**src/sv/ssd_pkg.sv**
```systemverilog
// Shared types, constants and helpers for the servo sweep with segment readout.
// No dependencies; every other file of the block imports this package.
package ssd_pkg;

    localparam int unsigned DIST_W   = 12;
    localparam int unsigned ANGLE_W  = 8;
    localparam int unsigned STEP_W   = 7;
    localparam int unsigned PULSE_W  = 11;
    localparam int unsigned LOW_W    = 32;
    localparam int unsigned HIGH_W   = 16;
    localparam int unsigned CFG_IDX_W  = 2;
    localparam int unsigned CFG_DATA_W = 8;

    localparam logic [DIST_W-1:0]  SEG_LIMIT   = 12'd999;
    localparam logic [PULSE_W-1:0] PULSE_MAX   = 11'd2047;
    localparam logic [3:0]         PULSE_SCALE = 4'd10;

    localparam logic [STEP_W-1:0]  STEP_RESET = 7'd5;
    localparam logic [ANGLE_W-1:0] MAX_RESET  = 8'd180;

    typedef enum logic [CFG_IDX_W-1:0] {
        REG_STEP = 2'd0,
        REG_MAX  = 2'd1
    } t_cfg_reg;

    typedef struct packed {
        logic [STEP_W-1:0]  step_deg;
        logic [ANGLE_W-1:0] max_deg;
    } t_cfg;

    typedef struct packed {
        logic [ANGLE_W-1:0] angle;
        logic [PULSE_W-1:0] pulse;
    } t_sweep;

    typedef struct packed {
        logic [LOW_W-1:0]  low_word;
        logic [HIGH_W-1:0] high_word;
    } t_seg_words;

    function automatic logic [7:0] seg_of(input logic [3:0] digit);
        logic [7:0] code;
        case (digit)
            4'd0:    code = 8'h3F;
            4'd1:    code = 8'h06;
            4'd2:    code = 8'h5B;
            4'd3:    code = 8'h4F;
            4'd4:    code = 8'h66;
            4'd5:    code = 8'h6D;
            4'd6:    code = 8'h7D;
            4'd7:    code = 8'h07;
            4'd8:    code = 8'h7F;
            4'd9:    code = 8'h6F;
            default: code = 8'h3F;
        endcase
        return code;
    endfunction

endpackage

```
**src/sv/ssd_ifs.sv**
```systemverilog
// Channel interfaces: range tick input, result output and register write port.
// Depends on ssd_pkg for field widths.
interface ssd_in_if;
    import ssd_pkg::*;
    logic              valid;
    logic              ready;
    logic [DIST_W-1:0] distance_cm;
    modport source (output valid, output distance_cm, input ready);
    modport sink   (input valid, input distance_cm, output ready);
endinterface

interface ssd_out_if;
    import ssd_pkg::*;
    logic               valid;
    logic               ready;
    logic [PULSE_W-1:0] servo_pulse;
    logic [ANGLE_W-1:0] shown_angle;
    logic [LOW_W-1:0]   hex_low_word;
    logic [HIGH_W-1:0]  hex_high_word;
    modport source (output valid, output servo_pulse, output shown_angle,
                    output hex_low_word, output hex_high_word, input ready);
    modport sink   (input valid, input servo_pulse, input shown_angle,
                    input hex_low_word, input hex_high_word, output ready);
endinterface

interface ssd_cfg_if;
    import ssd_pkg::*;
    logic                  valid;
    logic                  ready;
    logic [CFG_IDX_W-1:0]  index;
    logic [CFG_DATA_W-1:0] data;
    modport source (output valid, output index, output data, input ready);
    modport sink   (input valid, input index, input data, output ready);
endinterface

```
**src/sv/servo_sweep_with_display_top.sv**
```systemverilog
// Top level: register port, sweep state, segment encoder and result register.
// Depends on ssd_pkg, ssd_ifs, ssd_sweep and ssd_seg_enc.
//
//   channel  | dir | payload                                            | ready
//   i_in     | in  | distance_cm                                        | out reg free
//   o_out    | out | servo_pulse, shown_angle, hex_low_word, hex_high_word | from sink
//   i_cfg    | in  | index, data                                        | always high
//
// One tick per cycle while i_in is ready: a transaction on i_in is computed in a
// single pass and lands in the result register at the same edge that accepts it.
// The result register is the only stall point: i_in is ready while it is
// empty or being drained by o_out in the same cycle.
// Synchronous active-low reset restores step 5, max 180, angle 0 ascending
// and zeroed held display words.
module servo_sweep_with_display_top (
    input  logic       i_clk,
    input  logic       i_rst_n,
    ssd_in_if.sink     i_in,
    ssd_out_if.source  o_out,
    ssd_cfg_if.sink    i_cfg
);
    import ssd_pkg::*;

    t_cfg               r_cfg;
    t_sweep             sweep;
    t_seg_words         words;
    logic               in_acc;
    logic               cfg_acc;
    logic               shown_new;

    logic               r_out_valid;
    logic [PULSE_W-1:0] r_pulse;
    logic [ANGLE_W-1:0] r_angle;
    logic [LOW_W-1:0]   r_low;
    logic [HIGH_W-1:0]  r_high;
    logic [LOW_W-1:0]   r_held_low;
    logic [HIGH_W-1:0]  r_held_high;

    assign i_cfg.ready = 1'b1;
    assign cfg_acc     = i_cfg.valid && i_cfg.ready;
    assign i_in.ready  = !r_out_valid || o_out.ready;
    assign in_acc      = i_in.valid && i_in.ready;
    assign shown_new   = i_in.distance_cm <= SEG_LIMIT;

    always_ff @(posedge i_clk) begin
        if (!i_rst_n) begin
            r_cfg.step_deg <= STEP_RESET;
            r_cfg.max_deg  <= MAX_RESET;
        end else if (cfg_acc) begin
            case (t_cfg_reg'(i_cfg.index))
                REG_STEP: r_cfg.step_deg <= i_cfg.data[STEP_W-1:0];
                REG_MAX:  r_cfg.max_deg  <= i_cfg.data[ANGLE_W-1:0];
                default:  ;
            endcase
        end
    end

    ssd_sweep u_sweep (
        .i_clk     (i_clk),
        .i_rst_n   (i_rst_n),
        .i_advance (in_acc),
        .i_cfg     (r_cfg),
        .o_sweep   (sweep)
    );

    ssd_seg_enc u_seg_enc (
        .i_dist  (i_in.distance_cm[9:0]),
        .i_angle (sweep.angle),
        .o_words (words)
    );

    always_ff @(posedge i_clk) begin
        if (!i_rst_n) begin
            r_out_valid <= 1'b0;
            r_held_low  <= '0;
            r_held_high <= '0;
        end else begin
            if (in_acc) begin
                r_out_valid <= 1'b1;
            end else if (o_out.ready) begin
                r_out_valid <= 1'b0;
            end
            // Out-of-range readings keep the last display words
            if (in_acc && shown_new) begin
                r_held_low  <= words.low_word;
                r_held_high <= words.high_word;
            end
        end
    end

    always_ff @(posedge i_clk) begin
        if (in_acc) begin
            r_pulse <= sweep.pulse;
            r_angle <= sweep.angle;
            r_low   <= shown_new ? words.low_word  : r_held_low;
            r_high  <= shown_new ? words.high_word : r_held_high;
        end
    end

    assign o_out.valid         = r_out_valid;
    assign o_out.servo_pulse   = r_pulse;
    assign o_out.shown_angle   = r_angle;
    assign o_out.hex_low_word  = r_low;
    assign o_out.hex_high_word = r_high;

`ifndef SYNTHESIS
    a_result_follows: assert property (@(posedge i_clk) disable iff (!i_rst_n)
        in_acc |=> o_out.valid)
        else $error("accepted tick did not produce a result");

    a_pulse_scale: assert property (@(posedge i_clk) disable iff (!i_rst_n)
        (o_out.valid && (o_out.shown_angle <= 8'd204)) |->
        (o_out.servo_pulse == 11'(11'(o_out.shown_angle) * 11'd10)))
        else $error("servo pulse does not match shown angle");

    a_angle_clamped: assert property (@(posedge i_clk) disable iff (!i_rst_n)
        (in_acc && !cfg_acc) |=> (sweep.angle <= r_cfg.max_deg))
        else $error("angle left the sweep range");

    a_held_tracks: assert property (@(posedge i_clk) disable iff (!i_rst_n)
        in_acc |=> ((r_low == r_held_low) && (r_high == r_held_high)))
        else $error("shown display words differ from held words");
`endif

endmodule

```
**src/sv/ssd_sweep.sv**
```systemverilog
// Sweep state: current angle and direction, servo pulse for the current angle.
// Depends on ssd_pkg.
module ssd_sweep (
    input  logic          i_clk,
    input  logic          i_rst_n,
    input  logic          i_advance,
    input  ssd_pkg::t_cfg i_cfg,
    output ssd_pkg::t_sweep o_sweep
);
    import ssd_pkg::*;

    logic [ANGLE_W-1:0] r_angle;
    logic               r_desc;
    logic [ANGLE_W-1:0] n_angle;
    logic               n_desc;
    logic [ANGLE_W:0]   moved;
    logic [PULSE_W:0]   pulse_full;

    // Pulse is ten times the angle, saturated to the field width
    assign pulse_full = (PULSE_W+1)'(r_angle) * (PULSE_W+1)'(PULSE_SCALE);
    assign o_sweep.angle = r_angle;
    assign o_sweep.pulse = pulse_full[PULSE_W] ? PULSE_MAX : pulse_full[PULSE_W-1:0];

    always_comb begin
        if (r_angle >= i_cfg.max_deg) begin
            n_desc = 1'b1;
        end else if (r_angle == '0) begin
            n_desc = 1'b0;
        end else begin
            n_desc = r_desc;
        end

        // Move by one step, floor at zero, then clamp to the turning point
        if (n_desc) begin
            moved = ((ANGLE_W+1)'(r_angle) < (ANGLE_W+1)'(i_cfg.step_deg)) ? '0 :
                    (ANGLE_W+1)'(r_angle) - (ANGLE_W+1)'(i_cfg.step_deg);
        end else begin
            moved = (ANGLE_W+1)'(r_angle) + (ANGLE_W+1)'(i_cfg.step_deg);
        end

        if (moved > (ANGLE_W+1)'(i_cfg.max_deg)) begin
            n_angle = i_cfg.max_deg;
        end else begin
            n_angle = moved[ANGLE_W-1:0];
        end
    end

    always_ff @(posedge i_clk) begin
        if (!i_rst_n) begin
            r_angle <= '0;
            r_desc  <= 1'b0;
        end else if (i_advance) begin
            r_angle <= n_angle;
            r_desc  <= n_desc;
        end
    end

endmodule

```
**src/sv/ssd_seg_enc.sv**
```systemverilog
// Decimal digit split and seven-segment encoding of distance and angle.
// Depends on ssd_pkg (seg_of, widths).
module ssd_seg_enc (
    input  logic [9:0]                i_dist,
    input  logic [ssd_pkg::ANGLE_W-1:0] i_angle,
    output ssd_pkg::t_seg_words       o_words
);
    import ssd_pkg::*;

    logic [17:0] d_p10;
    logic [15:0] d_p100;
    logic [6:0]  d_q10;
    logic [3:0]  d_q100;
    logic [3:0]  d_ones;
    logic [3:0]  d_tens;

    logic [15:0] a_p10;
    logic [13:0] a_p100;
    logic [4:0]  a_q10;
    logic [1:0]  a_q100;
    logic [3:0]  a_ones;
    logic [3:0]  a_tens;

    // Divide by 10 and 100 through reciprocal multiplies, exact over these ranges
    assign d_p10  = 18'(i_dist) * 18'd205;
    assign d_q10  = d_p10[17:11];
    assign d_p100 = 16'(i_dist) * 16'd41;
    assign d_q100 = d_p100[15:12];
    assign d_ones = 4'(i_dist - 10'(10'(d_q10) * 10'd10));
    assign d_tens = 4'(d_q10 - 7'(7'(d_q100) * 7'd10));

    assign a_p10  = 16'(i_angle) * 16'd205;
    assign a_q10  = a_p10[15:11];
    assign a_p100 = 14'(i_angle) * 14'd41;
    assign a_q100 = a_p100[13:12];
    assign a_ones = 4'(i_angle - 8'(8'(a_q10) * 8'd10));
    assign a_tens = 4'(a_q10 - 5'(5'(a_q100) * 5'd10));

    assign o_words.low_word  = {seg_of(a_ones), seg_of(d_q100), seg_of(d_tens),
                                seg_of(d_ones)};
    assign o_words.high_word = {seg_of({2'b00, a_q100}), seg_of(a_tens)};

endmodule
```
**src/flat_wrapper.sv**
```systemverilog
// flat-port wrapper written by rule: the top's interface ports become plain ports
module servo_sweep_with_display_top_flat import ssd_pkg::*;
  (i_clk, i_rst_n, i_in_valid, i_in_distance_cm, i_in_ready, o_out_valid, o_out_servo_pulse, o_out_shown_angle, o_out_hex_low_word, o_out_hex_high_word, o_out_ready, i_cfg_valid, i_cfg_index, i_cfg_data, i_cfg_ready);
  ssd_in_if i_in_i ();
  ssd_out_if o_out_i ();
  ssd_cfg_if i_cfg_i ();
  input  logic i_clk;
  input  logic i_rst_n;
  input wire logic [$bits(i_in_i.valid)-1:0] i_in_valid;
  input wire logic [$bits(i_in_i.distance_cm)-1:0] i_in_distance_cm;
  output wire logic [$bits(i_in_i.ready)-1:0] i_in_ready;
  output wire logic [$bits(o_out_i.valid)-1:0] o_out_valid;
  output wire logic [$bits(o_out_i.servo_pulse)-1:0] o_out_servo_pulse;
  output wire logic [$bits(o_out_i.shown_angle)-1:0] o_out_shown_angle;
  output wire logic [$bits(o_out_i.hex_low_word)-1:0] o_out_hex_low_word;
  output wire logic [$bits(o_out_i.hex_high_word)-1:0] o_out_hex_high_word;
  input wire logic [$bits(o_out_i.ready)-1:0] o_out_ready;
  input wire logic [$bits(i_cfg_i.valid)-1:0] i_cfg_valid;
  input wire logic [$bits(i_cfg_i.index)-1:0] i_cfg_index;
  input wire logic [$bits(i_cfg_i.data)-1:0] i_cfg_data;
  output wire logic [$bits(i_cfg_i.ready)-1:0] i_cfg_ready;
  assign i_in_i.valid = i_in_valid;
  assign i_in_i.distance_cm = i_in_distance_cm;
  assign i_in_ready = i_in_i.ready;
  assign o_out_valid = o_out_i.valid;
  assign o_out_servo_pulse = o_out_i.servo_pulse;
  assign o_out_shown_angle = o_out_i.shown_angle;
  assign o_out_hex_low_word = o_out_i.hex_low_word;
  assign o_out_hex_high_word = o_out_i.hex_high_word;
  assign o_out_i.ready = o_out_ready;
  assign i_cfg_i.valid = i_cfg_valid;
  assign i_cfg_i.index = i_cfg_index;
  assign i_cfg_i.data = i_cfg_data;
  assign i_cfg_ready = i_cfg_i.ready;
  servo_sweep_with_display_top u_core (.i_clk(i_clk), .i_rst_n(i_rst_n), .i_in(i_in_i), .o_out(o_out_i), .i_cfg(i_cfg_i));
endmodule
```
**config.mk**
```make
export PLATFORM = sky130hd
export DESIGN_NAME = servo_sweep_with_display_top_flat
export DESIGN_NICKNAME = d
export VERILOG_FILES = /design/src/sv/ssd_pkg.sv /design/src/sv/ssd_ifs.sv /design/src/sv/servo_sweep_with_display_top.sv /design/src/sv/ssd_sweep.sv /design/src/sv/ssd_seg_enc.sv /design/src/flat_wrapper.sv
export SDC_FILE = /design/constraint.sdc
export NUM_CORES = 1
export LEC_CHECK = 0
export ABC_AREA = 0
export ABC_CLOCK_PERIOD_IN_PS = 5700
export BUFFER_PORTS_ARGS = -buffer_cell sky130_fd_sc_hd__buf_2
export CORE_MARGIN = 3
export CORE_UTILIZATION = 40
export CTS_BUF_LIST = sky130_fd_sc_hd__clkbuf_4 sky130_fd_sc_hd__clkbuf_8
export CTS_CLUSTER_DIAMETER = 40
export CTS_CLUSTER_SIZE = 10
export DETAILED_ROUTE_END_ITERATION = 8
export HOLD_SLACK_MARGIN = 0.12
export PLACE_DENSITY = 0.67
export REMOVE_ABC_BUFFERS = 1
export SLEW_MARGIN = 20
export SYNTH_ARGS = -nofsm -noshare
export SYNTH_HDL_FRONTEND = slang
export SYNTH_SLANG_ARGS = --single-unit
```
**constraint.sdc**
```tcl
create_clock -name i_clk -period 5.7 [get_ports i_clk]
set_input_delay 0.855 -clock i_clk [delete_from_list [all_inputs] [get_ports i_clk]]
set_output_delay 0.855 -clock i_clk [all_outputs]
set_load 0.02 [all_outputs]
```
# Yosys cells after proc, flatten, opt, wreduce, memory -nomap -nowiden

Memories as Yosys holds them, arrays and structs flattened.
Cells that the tools add are included.

Bits in read-only memories: 560
Memories kept: 5
Bits in registers: 140
Output and inout bits: 70

Memories:

| name             | depth | bits a word | read ports | clocked after memory_dff | write ports | RTL line      | source |
|---|---|---|---|---|---|---|---|
| (name not given) | 16    | 7           | 1          | 0                        | 0           | ssd_pkg.sv:43 | `case (digit)` |
| (name not given) | 16    | 7           | 1          | 0                        | 0           | ssd_pkg.sv:43 |  |
| (name not given) | 16    | 7           | 1          | 0                        | 0           | ssd_pkg.sv:43 |  |
| (name not given) | 16    | 7           | 1          | 0                        | 0           | ssd_pkg.sv:43 |  |
| (name not given) | 16    | 7           | 1          | 0                        | 0           | ssd_pkg.sv:43 |  |

Reductions and logical operators: 10
$mul: 9
Add/sub/neg operators: 6
Equality and inequality tests: 4
Multiplexer cells: 11
$lt $le $gt $ge: 4

Operator list:

| operator                                               | number |
|---|---|
| 2-to-1 mux 32 bit                                      | 1 |
| one-hot mux 8 bit (4 select lines)                     | 1 |
| multiplier 10 x 8 -> 18 bit (second input constant)    | 1 |
| 2-to-1 mux 9 bit                                       | 2 |
| multiplier 10 x 6 -> 16 bit (second input constant)    | 1 |
| multiplier 8 x 8 -> 16 bit (second input constant)     | 1 |
| 2-to-1 mux 16 bit                                      | 1 |
| subtractor 4 bit                                       | 4 |
| multiplier 8 x 6 -> 14 bit (second input constant)     | 1 |
| <= comparator 12 x 10 -> 1 bit (second input constant) | 1 |
| multiplier 8 x 3 -> 11 bit (second input constant)     | 1 |
| adder 8 x 7 -> 9 bit                                   | 1 |
| greater-than comparator 9 x 8 -> 1 bit                 | 1 |
| subtractor 8 x 7 -> 9 bit                              | 1 |
| >= comparator 8 bit                                    | 1 |
| logical NOT 8 bit                                      | 1 |
| < comparator 8 x 7 -> 1 bit                            | 1 |
| 2-to-1 mux 8 bit                                       | 1 |
| multiplier 7 x 3 -> 3 bit (second input constant)      | 1 |
| multiplier 5 x 3 -> 3 bit (second input constant)      | 1 |
| 2-to-1 mux 1 bit                                       | 5 |
| equality test 2 x 1 -> 1 bit (second input constant)   | 2 |
| equality test 2 bit (second input constant)            | 2 |
| logical NOT 2 bit                                      | 2 |
| other kinds (7)                                        | 9 |

# Depth between registers and ports, before layout

Gate-level depths: netlist of the first run.

Depth in word-level cells: 6
Gate-level depth with buffers: 25
Gate-level depth less buffers: 25

# By module

Synthesis of the first run repeated with hierarchy kept, for this count alone.

Cells, all modules: 1,175
Area, all modules: 11,772.5 um2

By module, submodules not included:

| module                       | area an instance (um2) | cells each | times used |
|---|---|---|---|
| servo_sweep_with_display_top | 5,111.2                | 391        | 1 |
| ssd_seg_enc                  | 4,760.8                | 541        | 1 |
| ssd_sweep                    | 1,900.6                | 243        | 1 |

# Least setup slack after synthesis of the first run

Ideal clock, no wire load.

Path type: in2reg
Start point: input i_in_distance_cm[3]
End point: register u_core.r_low[2] (netlist: u_core.o_out.hex_low_word[2]), data pin
Path buffers: 1
Library setup time: 0.282 ns
Stages: 23
Slack: -0.452 ns
Arrival: 5.870 ns
Path through: inv_1 > ha_1 > fa_1 > inv_1 > fa_1 > inv_1 > fa_1 > inv_1 > ha_1 > nand3_1 > nand2_1 > a41o_1 > nand2_1 > o211ai_1 > ha_1 > fa_1 > xor2_1 > and3_1 > mux2_2 > nor3_1 > xnor2_2 > buf_2 > a41oi_1

Longest elaborated chain between the ends: 5

Ends and longest elaborated chain:

| element                     | RTL line                           | source |
|---|---|---|
| start: declaration          | flat_wrapper.sv:10                 | `input wire logic [$bits(i_in_i.distance_cm)-1:0] i_in_distance_cm;` |
| multiplier 10 x 8 -> 18 bit | ssd_seg_enc.sv:25                  | `assign d_p10 = 18'(i_dist) * 18'd205;` |
| multiplier 7 x 3 -> 3 bit   | ssd_seg_enc.sv:29                  | `assign d_ones = 4'(i_dist - 10'(10'(d_q10) * 10'd10));` |
| subtractor 4 bit            | ssd_seg_enc.sv:29                  |  |
| memory (16 x 7 bit)         | -                                  |  |
| 2-to-1 mux 32 bit *         | servo_sweep_with_display_top.sv:95 | `r_low <= shown_new ? words.low_word : r_held_low;` |
| end signal: assignment      | servo_sweep_with_display_top.sv:95 |  |
| end: declaration            | servo_sweep_with_display_top.sv:34 | `logic [LOW_W-1:0] r_low;` |

Every way passes the cells marked *; elsewhere a longest branch is shown, timed or not.
A chain may end at the register's enable or synchronous reset.

# Worst setup path after layout of the first run

Start point: input i_in_distance_cm[7]
End point: register u_core.r_low[6] (netlist: u_core.o_out.hex_low_word[6]), data pin

The elaborated chain is that of the path after synthesis.

==> summary.txt, run 1 <==
Final Hold Fails = 0
Crit. End Element = flop
Critical setup path kind = in2reg
Unrepaired setup endpoints after global routing = true
Vias in the first global route = 8768
CTS clk-pin slew, worst paths = 0.10 ns
Drt pass-1 iters = 5
Hold WS = 0.458 ns
PortBufs = 89
Die X = 170 µm
Die area = 29000 µm²
Status = finished, final reports clean
Final ANT Viol Nets = 0
Crit path launch type = input pin
DRC violation count after routing = 0
Initial Utilization = 41.1%
Period Utilization, post-route = 99.8%
Crit path DAT = 5.90 ns
CP required = 5.91 ns
First-pass GRT wire length = 42000 µm
Clk_skew = 0.0153 ns
CTS sink cnt = 126
CTS buffer count = 17
Largest net degree at the start of global routing = 70
Row Count = 59
Layout cells sized above 1 = 25.6%
Die Height = 170 µm
Remaining Overflow, GRT = 0
Fin. max-slew vios = 0
Vias = 8646
Clock Latency Late Sink = 0.47 ns
Post-Synthesis Cells = 1159
# setup viols final = 0
Sequential share of the synthesized area = 28.9%
Wirelength, routed = 25600 µm
Peak VDD IR = 0.366 mV
Nets = 1612
Unique masters post-synth = 79
Reg-to-reg setup timing slack = 0.15 ns
Tmin final = 5.69 ns
Vias per std cell = 5.14
Number of enable flip-flop cells after synthesis = 60
Static Leak = 6.37 nW
Antenna fix cells = 0
Mean post-synth cell area = 9.33 µm²
Wire length per cell = 15.2 µm
CTS Root Cell = clkbuf_8
Total track usage = 17.9%
Initial antenna violation count = 0
Slew @ Worst Pin = 1.04 ns
Area delta synth->final = 22.7%
Post-Syn Area = 10800 µm²
Post-route insts no fill = 1683
GPL Wtd Cong = 0.872
Htree depth = 4
Asr flop ratio synth = 0%
Post-DP HPWL = 19500 µm
CTS tree = built
Max-cap violations = 0
Synth warnings = 0
Most used DFF post-synth = dfxtp_1
Max Root-Sink Buffers = 2
I/O Pins = 97
DR iter-0 viols = 393
Worst hold path type = reg2reg
Fmax = 0.176 GHz
Power Density = 446 nW/µm²
Placed cells = 1638
Post-synthesis sequential element count = 126
Slew HR = 30.6%
Crit Path Max Fanout = 5
Floorplan core area = 26300 µm²
[metal layers]
layer	vias to the layer above	part of all wire (%)	global-route usage (%)
met5	-	0	0
met4	0	2.0	5.75
met3	39	3.6	2.76
met2	182	50	31.8
met1	4085	44	22.1
li1	4340	-	-
[per-stage QoR]
step                      power [mW]  util, %  setup slack (ns)  setup TNS [ns]  instance area (µm²)
final                           5.92     50.5            0.0122               0                13300
after global routing            6.45     50.5            -0.166           -1.75                13300
after CTS                       5.54     48.9           -0.0262         -0.0262                12800
after detailed placement        4.50     46.4            -0.825          -20.11                12200
after global placement          4.39     46.4            -0.638          -15.65                12200
after floorplan                 3.44        -            -0.597           -9.58                10600
[synth_stat cells (3+ instances only)]
cell      number  share of area [%]
and3_1         5               0.29
a211o_1        5               0.41
ha_1         207                 24
nor2b_1        8               0.46
nor3b_1        6               0.42
fa_1          43                8.0
inv_1        168                5.8
xor2_1         7               0.57
buf_4         10               0.69
nand4_1        9               0.52
o21ai_1        8               0.37
dfxtp_1       66                 12
a211oi_1      13               0.90
clkbuf_1      29                1.0
a21o_1        10               0.69
o21a_1        11               0.76
nand2_1       87                3.0
a31oi_1       13               0.75
nand3_1       13               0.60
o21ai_0       85                3.9
a21oi_1       71                3.3
o211ai_1       5               0.35
a41oi_1        3               0.24
edfxtp_1      60                 17
or2_2          4               0.23
nor2_1        68                2.4
a221oi_1       4               0.32
xnor2_1       23                1.9
nor3_1        20               0.93
nand2b_1      13               0.75
mux2i_1       11                1.0
o21bai_1       6               0.42
[cell usage in the layout, fill, tap and decap left out, types with 60 or more instances in the layout]
master / synthesis / final
ha_1: 207 / 183
o21ai_0: 85 / 78
buf_2: 2 / 85
dfxtp_1: 66 / 61
edfxtp_1: 60 / 60
nand2_1: 87 / 85
buf_4: 10 / 101
inv_1: 168 / 155
a21oi_1: 71 / 62
nor2_1: 68 / 61
[final timing paths]
kind                                                              from                                 endpoint  depth (start not counted)
worst max register to register  u_core.u_sweep.r_angle[2]$_SDFFE_PN0P_  u_core.o_out.hex_high_word[4]$_DFFE_PP_                         23
worst max-delay path                               i_in_distance_cm[7]   u_core.o_out.hex_low_word[6]$_DFFE_PP_                         25
worst min-delay path               u_core.r_held_high[13]$_SDFFE_PN0P_      u_core.r_held_high[13]$_SDFFE_PN0P_                          2
worst min register to register     u_core.r_held_high[13]$_SDFFE_PN0P_      u_core.r_held_high[13]$_SDFFE_PN0P_                          2
[layout make-up]
type                            count  area, µm²
Tap cell                          335        419
Clock buffer                       17        234
Inverter                          169        637
Clock inverter                     15        165
Timing Repair Buffer              196       1300
Sequential cell                   126       3140
Fill cell                        2393      13000
Multi-Input combinational cell    825       7370
[timing repair]
item / in CTS / in global routing
resized for setup: 40 / 80
pin swaps: 36 / 40
hold buffers: 0 / 0
buffers inserted: 6 / 7
setup endpoints to repair: 37 / 43
[power breakdown]
group	total [mW]	switching, mW	leakage, nW	internal [mW]
clock network	0.783	0.451	0.200	0.332
logic	3.98	2.16	5.03	1.83
registers	1.15	0.0504	1.14	1.10
total	5.92	2.66	6.37	3.26
[worst max-delay path, stage by stage]
cell	delay (ns)
buf_8	0.10
buf_6	0.11
ha_4	0.26
inv_2	0.04
fa_1	0.54
inv_2	0.04
fa_1	0.51
fa_2	0.46
ha_4	0.29
and3_4	0.19
o221ai_4	0.11
nor2_4	0.13
o21a_1	0.16
nor2_2	0.05
buf_4	0.13
fa_2	0.39
buf_6	0.15
xnor2_4	0.13
and3_4	0.17
a211o_1	0.30
nor3_4	0.21
xnor2_2	0.19
xnor2_1	0.11
a22oi_1	0.18
o21ai_1	0.10
[cells by family after synthesis]
kind of cell / synth area share (%)
xor+xnor: 3.53
other cells: 0.0695
buf+inv: 7.84
fa+ha+maj: 31.9
mux: 1.23
compound gates: 15.8
simple gates: 10.8
flops: 28.9
[flip-flops by register name, indices dropped and copies added (netlist names)]
register and count:
u_core.o_out.servo_pulse 11, u_core.o_out.hex_low_word 28, u_core.u_sweep.r_angle 8, u_core.r_held_low 28
u_core.o_out.valid 1, u_core.u_sweep.r_desc 1, u_core.o_out.hex_high_word 13, u_core.r_cfg 15
u_core.o_out.shown_angle 8, u_core.r_held_high 13
Note: power is estimated with default switching activity, not from simulation.
==> run 2, diff against run 1 <==
- GPL_TIMING_DRIVEN: not set -> 0
==> run 2 against run 1 <==
Net effect: sequential cell count unchanged; critical path depth fell by 2; sequential power hardly changed; global-route usage down 0.85 points; die area unchanged; first-iteration DRC count is 26% higher; sequential share of layout area up 0.35 points; core utilization decreased by 0.49 points; non-clock buffer count fell by 53; hold slack gained 0.0072 ns; final cell count down 3.1%; power grew 2.5%; critical endpoint is now u_core.o_out.hex_low_word[14]$_DFFE_PP_; largest power group unchanged; highest routed layer unchanged.
==> summary.txt, run 2 (synthesized netlist as in run 1, its figures left out) <==
Status = finished, final reports clean
HP Start = u_core.r_held_high[12]$_SDFFE_PN0P_
I/O Pins = 97
Worst hold path type = reg2reg
Max-cap violations = 0
Combinational power share = 68.3%
Die area = 29000 µm²
Slew @ Worst Pin = 0.949 ns
Worst setup margin = 0.0602 ns
PortBufs = 89
Util after Layout = 50.0%
Total power = 6.07 mW
Placed cells = 1549
Unrepaired setup endpoints after global routing = true
DR iter-0 viols = 495
Final Hold Fails = 0
First-pass GRT wire length = 40100 µm
Placed instance area = 11600 µm²
Clock share of power = 12.8%
Slew HR = 36.4%
Vias per std cell = 5.21
Power Density = 462 nW/µm²
Peak VDD IR = 0.372 mV
Die X = 170 µm
Vias in the first global route = 8197
Antenna fix cells = 0
CTS sink cnt = 126
Hold buffers post-CTS = 0
Row Count = 59
Remaining Overflow, GRT = 0
Most numerous cell on the critical path = xnor2_1
Period Utilization, post-route = 98.9%
Crit-path cells = buf_12, ha_4, inv_4, fa_1, inv_2, fa_1, fa_1, ha_4, and3_4, o221ai_4, nor2_4, o21a_1, nor2_1, xnor2_1, fa_2, xnor2_2, xnor2_1, xnor2_1, xnor2_1, xnor3_2, mux2i_2, a21oi_2, o21ai_2
Post-DP HPWL = 18000 µm
Layout cells sized above 1 = 23.4%
Net Sw Power = 2.78 mW
Area delta synth->final = 21.5%
Fmax = 0.177 GHz
Worst Setup SP = i_in_distance_cm[7]
Die Height = 170 µm
Initial antenna violation count = 0
Largest net degree at the start of global routing = 44
Crit path launch type = input pin
DRC violation count after routing = 0
Crit. End Element = flop
Critical-path top delay cell = fa_1
CP required = 5.92 ns
Fin. max-slew vios = 0
Final ANT Viol Nets = 0
Most frequent cells in the layout = ha_1, inv_1, nand2_1, buf_2, o21ai_0
Crit path DAT = 5.86 ns
# setup viols final = 0
Most common cell after layout, fill and taps aside = ha_1
Wire length per cell = 15.3 µm
Setup WS pre-CTS = -1.40 ns
Worst path max stage delay = 0.55 ns
Crit Path Max Fanout = 8
Initial Utilization = 41.1%
Post-route insts no fill = 1630
Htree depth = 4
CTS Root Cell = clkbuf_8
Floorplan core area = 26300 µm²
TNS Setup = 0 ns
Tmin final = 5.64 ns
Fillcell total = 2326
Clock Latency Late Sink = 0.47 ns
Critical R2R Launch = u_core.u_sweep.r_angle[1]$_SDFFE_PN0P_
CTS buffer count = 17
Drt pass-1 iters = 7
CTS tree = built
Static Leak = 6.18 nW
Internal power = 3.29 mW
Post-layout instance area = 13100 µm²
Hold WS = 0.466 ns
Nets = 1559
GPL Wtd Cong = 0.869
Total track usage = 17.0%
Seq pwr share = 18.9%
Critical setup path kind = in2reg
CTS clk-pin slew, worst paths = 0.09 ns
Switching part of the total = 45.8%
Clk_skew = 0.0194 ns
Max Root-Sink Buffers = 2
Vias = 8490
Wirelength, routed = 25000 µm
## run 2: cell types whose count changed in the layout (fill, tap and decap cells not counted), moves of 5 or more
cell     delta
buf_4      -59
buf_12      +8
o21ai_0     -8
dfxtp_4     +5
o21ai_2     +5
## run 2: metal layers
layer / vias up / GRT usage [%] / part of all wire, %
met5: - / 0 / 0
met4: 0 / 5.43 / 2.0
met3: 42 / 2.56 / 3.8
met2: 193 / 29.3 / 50
met1: 4007 / 22.0 / 45
li1: 4248 / - / -
## run 2: worst paths after layout
path | end | slack, ns | cells after the start
worst min-delay path | u_core.r_held_high[12]$_SDFFE_PN0P_ | 0.47 | 2
worst max-delay path | u_core.o_out.hex_low_word[14]$_DFFE_PP_ | 0.06 | 23
worst max register to register | u_core.o_out.hex_high_word[6]$_DFFE_PP_ | 0.13 | 23
worst min register to register | u_core.r_held_high[12]$_SDFFE_PN0P_ | 0.47 | 2
## run 2: critical path, delay by kind of cell
family | cells | cell delay (ns)
buffers and inverters | 3 | 0.18
muxes | 1 | 0.20
xor gates and xnor gates | 6 | 1.16
adders and majority gates | 6 | 2.51
and+or+nand+nor | 3 | 0.39
AOI/OAI and AO/OA | 4 | 0.54
## run 2: cell type report
type / count / area (µm²) / share of cell area (%)
clock buffers: 17 / 234 / 1.78
inverters: 169 / 656 / 4.99
flip-flops and latches: 126 / 3150 / 24.0
clock inverters: 15 / 149 / 1.13
well taps: 335 / 419 / 3.19
multi-input cells: 825 / 7490 / 57.0
repair buffers: 143 / 1030 / 7.84
## run 2: power by group through the flow
stage / clock network [mW] / registers, mW / logic [mW]
after floorplan: 0 / 1.26 / 2.18
after global placement: 0 / 1.19 / 2.83
after detailed placement: 0 / 1.18 / 2.91
after CTS: 0.793 / 1.15 / 3.42
after global routing: 0.829 / 1.16 / 4.60
final: 0.774 / 1.15 / 4.15
## run 2: repair_timing
action / in CTS / in global routing
pin swaps: 32 / 60
buffers inserted: 28 / 21
gates resized for setup: 76 / 90
endpoints found under the setup margin: 56 / 42
==> run 3, diff against run 2 <==
- HOLD_SLACK_MARGIN: 0.12 -> 0.15
- MAX_ROUTING_LAYER: not set -> met4
- RECOVER_POWER: not set -> 50
==> run 3 against run 2 <==
Net effect: the run now ends with capacitance limit, slew limit left; routed wire length grew 2.6%; die area did not move; design area decreased by 1.1%; critical path type unchanged; critical endpoint is now u_core.o_out.hex_low_word[6]$_DFFE_PP_.
==> summary.txt, run 3 (synthesized netlist as in run 1, its figures left out) <==
Tmin final = 5.68 ns
Crit-path cells = buf_6, ha_4, inv_1, fa_1, inv_1, fa_1, fa_1, ha_4, and3_4, o221ai_4, nor2_4, o21a_1, nor2_2, buf_4, fa_2, xor2_1, and3_1, mux2_4, nor3_4, xnor2_4, xnor2_2, a22oi_2, o21ai_0
Wire length per cell = 15.7 µm
Remaining Overflow, GRT = 0
Most numerous cell on the critical path = fa_1
Layout cells sized above 1 = 18.4%
R2R cell count = 23
Worst hold path type = reg2reg
Worst path bufs/invs = 4
# setup viols final = 0
Crit. End Element = flop
Vias per std cell = 5.29
Area delta synth->final = 20.2%
Hold buffers post-CTS = 0
Hold path depth = 2
Fin. max-slew vios = 48
Power Density = 468 nW/µm²
Fmax = 0.176 GHz
Final ANT Viol Nets = 0
Die area = 29000 µm²
Total power = 6.08 mW
Static Leak = 5.96 nW
First-pass GRT wire length = 40900 µm
CTS tree = built
Initial antenna violation count = 0
Largest net degree at the start of global routing = 51
Total track usage = 18.0%
Wirelength, routed = 25600 µm
Crit path launch type = input pin
Htree depth = 4
Failing checks = capacitance limit, slew limit
PortBufs = 89
Max Root-Sink Buffers = 2
Unrepaired setup endpoints after global routing = true
Initial Utilization = 41.1%
DR iter-0 viols = 374
Placed instance area = 11600 µm²
Row Count = 59
Peak VDD IR = 0.380 mV
Clk_skew = 0.0185 ns
Vias in the first global route = 8493
Setup WS pre-CTS = -1.39 ns
Nets = 1560
Worst path max stage delay = 0.53 ns
Critical-path top delay cell = fa_1
Status = finished with violations
Critical setup path kind = in2reg
Slew HR = -63.0%
Antenna fix cells = 0
Max-cap violations = 1
Family with the most delay on the worst path = adder cells
CTS sink cnt = 126
DRC violation count after routing = 0
Crit Path Max Fanout = 7
GPL Wtd Cong = 0.877
Vias = 8634
Most frequent cells in the layout = ha_1, inv_1, nand2_1, o21ai_0, clkbuf_1
Clock Latency Late Sink = 0.46 ns
Drt pass-1 iters = 5
Post-route insts no fill = 1631
Slew @ Worst Pin = 2.45 ns
CP required = 5.91 ns
CTS clk-pin slew, worst paths = 0.09 ns
Critical path depth in cells = 23
Placed cells = 1549
Post-layout instance area = 13000 µm²
Most common cell after layout, fill and taps aside = ha_1
Die Height = 170 µm
Floorplan core area = 26300 µm²
I/O Pins = 97
Worst setup margin = 0.0242 ns
CTS Root Cell = clkbuf_8
Die X = 170 µm
Post-DP HPWL = 18300 µm
Period Utilization, post-route = 99.6%
Crit path DAT = 5.88 ns
CTS buffer count = 17
Final Hold Fails = 0
-- run 3: cell type report --
type	count	area [µm²]
well taps	335	419
clock inverters	15	124
fillers	2440	13300
repair buffers	144	916
flip-flops and latches	126	3150
inverters	169	656
multi-input cells	825	7490
clock buffers	17	234
-- run 3: final timing paths --
path	start	end	slack, ns
max	i_in_distance_cm[4]	u_core.o_out.hex_low_word[6]$_DFFE_PP_	0.02
min	u_core.r_held_high[12]$_SDFFE_PN0P_	u_core.r_held_high[12]$_SDFFE_PN0P_	0.46
max reg2reg	u_core.u_sweep.r_angle[1]$_SDFFE_PN0P_	u_core.o_out.hex_high_word[6]$_DFFE_PP_	0.14
min reg2reg	u_core.r_held_high[12]$_SDFFE_PN0P_	u_core.r_held_high[12]$_SDFFE_PN0P_	0.46
-- run 3: through the flow --
step                hold WS (ns)  TNS, ns  util, %
floorplan                  0.431    -9.58        -
global placement           0.442   -60.67     43.7
detailed placement         0.452   -42.06     44.2
CTS                        0.463        0     47.8
global route               0.476    -1.39     49.4
finish                     0.460        0     49.4
-- run 3: worst reg2reg max path: cells and delay by family, from the launching register on --
kind,cells,cell delay (ns)
AO/OA/AOI/OAI,5,0.90
XOR/XNOR,6,1.14
adder cells (fa/ha/maj),7,2.56
buffers and inverters,4,0.17
flip-flops,1,0.39
AND/OR/NAND/NOR,1,0.16
-- run 3: repair_timing --
item | 4_1_cts | 5_1_grt
resized for setup | 73 | 89
endpoints found under the hold margin | 0 | 0
pin swaps | 31 | 39
setup endpoints to repair | 54 | 36
setup buffers | 35 | 15
-- run 3: metal layers --
metal	wire length, µm	track usage [%]
met1	11400	21.5
met2	12500	30.5
met3	1100	3.25
met4	642	6.70
met5	0	-
-- run 3: report_power, final --
group / leakage [nW] / switching, mW / internal [mW] / total (mW)
Clock: 0.183 / 0.403 / 0.312 / 0.715
Sequential: 1.15 / 0.0525 / 1.10 / 1.15
Combinational: 4.63 / 2.32 / 1.89 / 4.22
Total: 5.96 / 2.78 / 3.31 / 6.08
